==> src/sv/ilst_pkg.sv <==
// shared widths and codes for the indexed ordered list
package ilst_pkg;

  localparam int MODE_W = 3;
  localparam int POS_W  = 7;
  localparam int WORD_W = 32;
  localparam int STAT_W = 2;
  localparam int LEN_W  = 7;

  typedef enum logic [MODE_W-1:0] {
    MODE_INS_FRONT = 3'd0,
    MODE_INS_BACK  = 3'd1,
    MODE_DEL_FRONT = 3'd2,
    MODE_DEL_BACK  = 3'd3,
    MODE_CLEAR     = 3'd4,
    MODE_READ      = 3'd5
  } mode_t;

  typedef enum logic [STAT_W-1:0] {
    ST_OK     = 2'd0,
    ST_FULL   = 2'd1,
    ST_BADIDX = 2'd2,
    ST_EMPTY  = 2'd3
  } status_t;

endpackage

==> src/sv/ilst_if.sv <==
// request and result channel interfaces
interface ilst_in_if;
  logic                                valid;
  logic                                ready;
  logic        [ilst_pkg::MODE_W-1:0]  mode;
  logic        [ilst_pkg::POS_W-1:0]   position;
  logic signed [ilst_pkg::WORD_W-1:0]  value;

  modport source (output valid, output mode, output position, output value, input ready);
  modport sink   (input valid, input mode, input position, input value, output ready);
endinterface

interface ilst_out_if;
  logic                                valid;
  logic                                ready;
  logic        [ilst_pkg::STAT_W-1:0]  status;
  logic signed [ilst_pkg::WORD_W-1:0]  read_value;
  logic        [ilst_pkg::LEN_W-1:0]   length;

  modport source (output valid, output status, output read_value, output length, input ready);
  modport sink   (input valid, input status, input read_value, input length, output ready);
endinterface

==> src/sv/indexed_ordered_list.sv <==
// indexed ordered list: sequencer that shifts stored words through the word store
// clear, refused requests and unused modes go straight to the result state
// read waits on the registered read port; insert then fills the new word
// each moved word is read in S_SH_RD and written in S_SH_WR on the word store
// one transaction at a time; a finished result may wait while the next is accepted
// synchronous active-low reset empties the list; stored words are not cleared
module indexed_ordered_list #(
  parameter int CAPACITY = 64
) (
  input  logic        clk,
  input  logic        rst_n,
  ilst_in_if.sink     in_ch,
  ilst_out_if.source  out_ch
);
  import ilst_pkg::*;

  localparam int AW = (CAPACITY > 1) ? $clog2(CAPACITY) : 1;
  localparam int OW = $clog2(CAPACITY + 1);
  localparam int CW = (OW > POS_W) ? OW : POS_W;

  typedef enum logic [2:0] {
    S_IDLE,
    S_SH_RD,
    S_SH_WR,
    S_FILL,
    S_RD_WAIT,
    S_DONE
  } state_t;

  state_t                   state_r;
  logic        [OW-1:0]     occ_r;
  logic        [AW-1:0]     k_r;
  logic        [AW-1:0]     tgt_r;
  logic                     ins_r;
  logic signed [WORD_W-1:0] word_r;
  logic signed [WORD_W-1:0] rd_r;
  status_t                  status_r;
  logic                     out_valid_r;
  status_t                  out_status_r;
  logic signed [WORD_W-1:0] out_rd_r;
  logic        [LEN_W-1:0]  out_len_r;

  logic                     accept;
  mode_t                    mode;
  logic        [CW-1:0]     pos_x;
  logic        [CW-1:0]     occ_x;
  logic        [CW-1:0]     cap_x;
  logic        [CW-1:0]     ins_pos_x;
  logic        [CW-1:0]     del_pos_x;
  logic                     mem_we;
  logic        [AW-1:0]     mem_waddr;
  logic signed [WORD_W-1:0] mem_wdata;
  logic        [AW-1:0]     mem_raddr;
  logic signed [WORD_W-1:0] mem_rdata;

  assign accept    = in_ch.valid && in_ch.ready;
  assign mode      = mode_t'(in_ch.mode);
  assign pos_x     = CW'(in_ch.position);
  assign occ_x     = CW'(occ_r);
  assign cap_x     = CW'(CAPACITY);
  assign ins_pos_x = (mode == MODE_INS_FRONT) ? pos_x : occ_x - pos_x;
  assign del_pos_x = (mode == MODE_DEL_FRONT) ? pos_x : occ_x - CW'(1) - pos_x;

  assign in_ch.ready       = (state_r == S_IDLE);
  assign out_ch.valid      = out_valid_r;
  assign out_ch.status     = out_status_r;
  assign out_ch.read_value = out_rd_r;
  assign out_ch.length     = out_len_r;

  always_comb begin
    mem_we    = (state_r == S_SH_WR) || (state_r == S_FILL);
    mem_waddr = (state_r == S_FILL) ? tgt_r : k_r;
    mem_wdata = (state_r == S_FILL) ? word_r : mem_rdata;
    if (state_r == S_SH_RD) begin
      mem_raddr = ins_r ? k_r - AW'(1) : k_r + AW'(1);
    end else begin
      mem_raddr = pos_x[AW-1:0];
    end
  end

  ilst_mem #(
    .DEPTH (CAPACITY),
    .AW    (AW)
  ) u_mem (
    .clk   (clk),
    .we    (mem_we),
    .waddr (mem_waddr),
    .wdata (mem_wdata),
    .raddr (mem_raddr),
    .rdata (mem_rdata)
  );

  always_ff @(posedge clk) begin
    if (!rst_n) begin
      state_r     <= S_IDLE;
      occ_r       <= '0;
      out_valid_r <= 1'b0;
    end else begin
      if (out_ch.valid && out_ch.ready && (state_r != S_DONE)) begin
        out_valid_r <= 1'b0;
      end
      unique case (state_r)
        S_IDLE: begin
          if (accept) begin
            word_r   <= in_ch.value;
            rd_r     <= '0;
            status_r <= ST_OK;
            state_r  <= S_DONE;
            unique case (mode)
              MODE_INS_FRONT, MODE_INS_BACK: begin
                if (occ_x == cap_x) begin
                  status_r <= ST_FULL;
                end else if (pos_x > occ_x) begin
                  status_r <= ST_BADIDX;
                end else begin
                  ins_r   <= 1'b1;
                  tgt_r   <= ins_pos_x[AW-1:0];
                  k_r     <= occ_r[AW-1:0];
                  state_r <= (occ_x > ins_pos_x) ? S_SH_RD : S_FILL;
                end
              end
              MODE_DEL_FRONT, MODE_DEL_BACK: begin
                if (occ_r == '0) begin
                  status_r <= ST_EMPTY;
                end else if (pos_x >= occ_x) begin
                  status_r <= ST_BADIDX;
                end else begin
                  ins_r <= 1'b0;
                  k_r   <= del_pos_x[AW-1:0];
                  if (del_pos_x + CW'(1) < occ_x) begin
                    state_r <= S_SH_RD;
                  end else begin
                    occ_r <= occ_r - OW'(1);
                  end
                end
              end
              MODE_CLEAR: begin
                occ_r <= '0;
              end
              MODE_READ: begin
                if (pos_x >= occ_x) begin
                  status_r <= ST_BADIDX;
                end else begin
                  state_r <= S_RD_WAIT;
                end
              end
              default: begin
              end
            endcase
          end
        end
        S_SH_RD: begin
          state_r <= S_SH_WR;
        end
        S_SH_WR: begin
          if (ins_r) begin
            k_r     <= k_r - AW'(1);
            state_r <= (CW'(k_r) > CW'(tgt_r) + CW'(1)) ? S_SH_RD : S_FILL;
          end else begin
            k_r <= k_r + AW'(1);
            if (CW'(k_r) + CW'(2) < occ_x) begin
              state_r <= S_SH_RD;
            end else begin
              occ_r   <= occ_r - OW'(1);
              state_r <= S_DONE;
            end
          end
        end
        S_FILL: begin
          occ_r   <= occ_r + OW'(1);
          state_r <= S_DONE;
        end
        S_RD_WAIT: begin
          rd_r    <= mem_rdata;
          state_r <= S_DONE;
        end
        S_DONE: begin
          if (!out_valid_r || out_ch.ready) begin
            out_valid_r  <= 1'b1;
            out_status_r <= status_r;
            out_rd_r     <= rd_r;
            out_len_r    <= LEN_W'(occ_r);
            state_r      <= S_IDLE;
          end
        end
        default: begin
          state_r <= S_IDLE;
        end
      endcase
    end
  end

endmodule

==> src/sv/ilst_mem.sv <==
// word store with one write port and one registered read port
module ilst_mem #(
  parameter int DEPTH = 64,
  parameter int AW    = 6
) (
  input  logic                                clk,
  input  logic                                we,
  input  logic        [AW-1:0]                waddr,
  input  logic signed [ilst_pkg::WORD_W-1:0]  wdata,
  input  logic        [AW-1:0]                raddr,
  output logic signed [ilst_pkg::WORD_W-1:0]  rdata
);
  import ilst_pkg::*;

  logic signed [WORD_W-1:0] mem_r [DEPTH];
  logic signed [WORD_W-1:0] rdata_r;

  always_ff @(posedge clk) begin
    if (we) begin
      mem_r[waddr] <= wdata;
    end
    rdata_r <= mem_r[raddr];
  end

  assign rdata = rdata_r;

endmodule
==> src/flat_wrapper.sv <==
// flat-port wrapper written by rule: the top's interface ports become plain ports
module indexed_ordered_list_flat import ilst_pkg::*;
#(
  parameter int CAPACITY = 64
)
  (clk, rst_n, in_ch_valid, in_ch_mode, in_ch_position, in_ch_value, in_ch_ready, out_ch_valid, out_ch_status, out_ch_read_value, out_ch_length, out_ch_ready);
  ilst_in_if in_ch_i ();
  ilst_out_if out_ch_i ();
  input  logic clk;
  input  logic rst_n;
  input wire logic [$bits(in_ch_i.valid)-1:0] in_ch_valid;
  input wire logic [$bits(in_ch_i.mode)-1:0] in_ch_mode;
  input wire logic [$bits(in_ch_i.position)-1:0] in_ch_position;
  input wire logic [$bits(in_ch_i.value)-1:0] in_ch_value;
  output wire logic [$bits(in_ch_i.ready)-1:0] in_ch_ready;
  output wire logic [$bits(out_ch_i.valid)-1:0] out_ch_valid;
  output wire logic [$bits(out_ch_i.status)-1:0] out_ch_status;
  output wire logic [$bits(out_ch_i.read_value)-1:0] out_ch_read_value;
  output wire logic [$bits(out_ch_i.length)-1:0] out_ch_length;
  input wire logic [$bits(out_ch_i.ready)-1:0] out_ch_ready;
  assign in_ch_i.valid = in_ch_valid;
  assign in_ch_i.mode = in_ch_mode;
  assign in_ch_i.position = in_ch_position;
  assign in_ch_i.value = in_ch_value;
  assign in_ch_ready = in_ch_i.ready;
  assign out_ch_valid = out_ch_i.valid;
  assign out_ch_status = out_ch_i.status;
  assign out_ch_read_value = out_ch_i.read_value;
  assign out_ch_length = out_ch_i.length;
  assign out_ch_i.ready = out_ch_ready;
  indexed_ordered_list #(.CAPACITY(CAPACITY)) u_core (.clk(clk), .rst_n(rst_n), .in_ch(in_ch_i), .out_ch(out_ch_i));
endmodule
==> config.mk <==
export PLATFORM = sky130hd
export DESIGN_NAME = indexed_ordered_list_flat
export DESIGN_NICKNAME = d
export VERILOG_FILES = /design/src/sv/ilst_pkg.sv /design/src/sv/ilst_if.sv /design/src/sv/indexed_ordered_list.sv /design/src/sv/ilst_mem.sv /design/src/flat_wrapper.sv
export SDC_FILE = /design/constraint.sdc
export NUM_CORES = 2
export LEC_CHECK = 0
export BUFFER_PORTS_ARGS = -buffer_cell sky130_fd_sc_hd__buf_4
export CORE_UTILIZATION = 23
export DETAILED_ROUTE_END_ITERATION = 10
export GPL_TIMING_DRIVEN = 0
export SKIP_LAST_GASP = 1
export SYNTH_ARGS = -nofsm -noshare
export SYNTH_HDL_FRONTEND = slang
export SYNTH_HIERARCHICAL = 1
export SYNTH_SLANG_ARGS = --single-unit
==> constraint.sdc <==
create_clock -name clk -period 4.2 [get_ports clk]
set_input_delay 0.42 -clock clk [delete_from_list [all_inputs] [get_ports clk]]
set_output_delay 0.42 -clock clk [all_outputs]
set_load 0.1 [all_outputs]
==> metrics.yaml <==
critical_path_class: "flip-flop to flip-flop"
final_core_util_pct: 28.2
grt_usage_pct: 13.2
clockBufferDepth: 3
synth_flop_cell: "edfxtp_1"
yosys_register_bits: 2211
arrival_ns: 4.98
crit_family: "buffers and inverters"
syn_to_final_growth_pct: 21.6
wl_met2_mm: 124
hpwlAfterDp_mm: 172
fin_nets: 4861
crit_chain: "inv_1, fa_1, xor2_1, o21ai_2, buf_4, buf_2, and2_2, buf_2, a22oi_1, nand3_1, nand2_2, a21oi_1"
yosysTopAreaCell: "edfxtp_1"
grt_max_degree: 65
gp_congestion: 0.867
setup_ws_ns: -0.0511
start_util_pct: 23.1
rsz0062_at_grt: "true"
antenna_found_initial: 13
ant_nets: 0
status: "complete, but fails checks"
dp_slack_ns: -1.31
ys_seq_area_share_pct: 76.4
final-max-slew-violation-count: 0
violations: "setup timing"
synth_nets: 4304
endpoint_kind: "flip-flop"
fin_area_um2: 105000
num_rows: 224
synth_top_area_share_pct: 75.4
drtPass1Iterations: 6
max_freq_mhz: 235
whs_ns: 0.0869
wirelength_mm: 259
worstMarginPinSlew_ns: 1.40
setup_viol: 4
crit_path_max_incr_delay_ns: 0.54
synth_edf_count: 2168
p_leak_nw: 32.9
worst_setup_path_start_kind: "flip-flop"
critPathSlowestCell: "edfxtp_1"
multi_input_area_um2: 19900
fin_crit_sh_pct: 101
dieArea_um2: 378000
synth_cells: 4209
fillers: 36300
grt_overflow: 0
dieWidth_um: 615
dr_wl_met3_mm: 25.3
numPortBuffers: 85
vias: 46800
yosysUniqueCellTypes: 78
slew-limit-headroom_pct: 5.77
seq_area_um2: 66000
fin_crit_ns: 4.25
dr.max_layer_used: "met5"
max-cap-violations: 0
wl_met1_mm: 99.3
cpMostUsedCell: "buf_2"
die_h_um: 615
clk_latency_ns: 0.88
floorplan.core_area_um2: 373000
cp_num_buf_inv: 4
required_ns: 4.92
worst_ir_drop_vdd_uv: 368
root_buffer: "clkbuf_16"
viasPerCell: 4.72
synthArstFlopShare_pct: 0
crit_fanout: 10
p_total_w: 0.0697
wire_per_inst_um: 26.1
cts_tree: "yes"
power_density_nw_per_um2: 663
grt_pass1_vias: 46000
postSynthAreaPerCell_um2: 20.5
h-tree-depth: 4
yosysWarnings: 6
hold_violations: 0
syn_area_um2: 86300
pin_count: 89
clk_pin_slew_ns: 0.07
drcViolationCount: 0
synth_top_cells_by_area: "edfxtp_1 75%, mux4_2 12%, mux2i_1 2.2%, a22oi_1 1.1%, dfxtp_1 1.0%"
drive_gt1_share_pct: 29.1
clkSinkCount: 2211
skew_ns: 0.0424
cts_buffers: 214
hold_path_class: "primary input to flip-flop"
post_dp_cell_area_um2: 95900
drtIter0Drc: 6198
grt_pass1_wl_mm: 357
[layout by cell type, fill, tap and decap left out, types with 55 or more instances in the layout]
cell type | netlist | final
a22oi_1 | 128 | 128
mux2i_1 | 194 | 192
buf_12 | 3 | 122
clkbuf_1 | 95 | 102
buf_4 | 29 | 207
nand3_1 | 59 | 55
nand2_1 | 176 | 132
mux4_2 | 446 | 446
nor2_4 | 0 | 70
edfxtp_1 | 2168 | 2168
clkbuf_16 | 0 | 216
[per-stage QoR]
stage	TNS, ns	cells
5_1_grt	-1.98	9920
3_3_place_gp	-5169.20	9266
4_1_cts	-1.41	9886
2_1_floorplan	-15.23	4209
6_report	-0.0784	9929
3_5_place_dp	-634.82	9370
[state kept, by name (all words and copies together) (netlist names)]
| name | flops |
|---|---|
| u_core/u_mem/mem_r | 2048 |
| u_core/status_r | 2 |
| u_core/u_mem/rdata | 32 |
| u_core/tgt_r | 6 |
| u_core/rd_r | 32 |
| u_core/out_ch.status | 2 |
| u_core/occ_r | 7 |
| u_core/out_ch.valid | 1 |
| u_core/k_r | 6 |
| u_core/state_r | 3 |
| u_core/word_r | 32 |
| u_core/ins_r | 1 |
| u_core/out_ch.read_value | 32 |
| u_core/out_ch.length | 7 |
[report_power, final]
part	internal (W)	switching (W)
Combinational	0.00759	0.0149
Clock	0.0105	0.00830
Sequential	0.0280	0.000398
[layer usage]
metal  vias up  global-route usage (%)
met3       543                    3.04
met4        10                    4.93
met2      2683                    21.8
met5         -                       0
li1      18700                       -
met1     24900                    16.8
[final timing paths]
path                         from  slack, ns                      endpoint  cells past startpoint
setup / recovery     u_core/ins_r      -0.05         u_core/u_mem/rdata[1]                     12
hold / removal       out_ch_ready       0.09           u_core/out_ch.valid                      3
setup reg to reg     u_core/ins_r      -0.05         u_core/u_mem/rdata[1]                     12
hold reg to reg   u_core/rd_r[11]       0.42  u_core/out_ch.read_value[11]                      0
[layout make-up]
class / instances / share of cell area, %
Multi-Input combinational cell: 1730 / 18.9
Clock inverter: 112 / 1.03
Inverter: 41 / 0.150
Buffer: 225 / 1.49
Clock buffer: 286 / 5.43
Antenna cell: 9 / 0.0214
Sequential cell: 2211 / 62.8
Timing Repair Buffer: 343 / 4.22
Tap cell: 4972 / 5.92
[worst register-to-register path, cell delays in order (launching register included)]
cell,delay (ns)
edfxtp_1,0.54
inv_1,0.18
fa_1,0.43
xor2_1,0.20
o21ai_2,0.32
buf_4,0.22
buf_2,0.34
and2_2,0.48
buf_2,0.52
a22oi_1,0.13
nand3_1,0.19
nand2_2,0.19
a21oi_1,0.37
[what timing repair did]
item                                    4_1_cts  5_1_grt
endpoints found under the setup margin     1960      741
gates cloned                                  0        4
resized for setup                           166       97
hold buffers                                 40        0
hold endpoints to repair                     42        0
setup buffers                                82       32
pin swaps                                    61       38
[cell usage after synthesis (4+ instances only)]
library cell	count
a211oi_1	30
or3_1	4
inv_1	41
clkbuf_1	95
and2_1	37
xor2_1	10
and4_1	6
buf_8	5
nand4_1	7
xnor2_1	19
o21ai_0	58
o221ai_1	17
o22a_1	13
nor3_1	25
and3_1	10
nor2b_1	25
o22ai_1	46
nand2b_1	10
a221oi_1	4
a22o_1	13
edfxtp_1	2168
nor2_1	119
o211ai_1	18
dfxtp_1	43
ha_1	46
a21oi_1	57
a21o_1	6
mux2i_1	194
o21a_1	7
buf_1	9
or2_2	8
a211o_1	12
a31oi_1	28
a311oi_1	9
buf_6	32
a311o_1	12
nand3b_1	10
a22oi_1	128
buf_4	29
buf_2	57
nand3_1	59
mux2_2	4
mux4_2	446
nand2_1	176
[cell families after synthesis]
| group | after synthesis | synth area share, % |
|---|---|---|
| flops | 2211 | 76.4 |
| mux | 644 | 13.9 |
| simple gates | 519 | 2.88 |
| compound gates | 485 | 3.97 |
| buf+inv | 272 | 1.79 |
| fa+ha+maj | 49 | 0.736 |
| xor+xnor | 29 | 0.294 |
(Power assumes the default switching activity.)
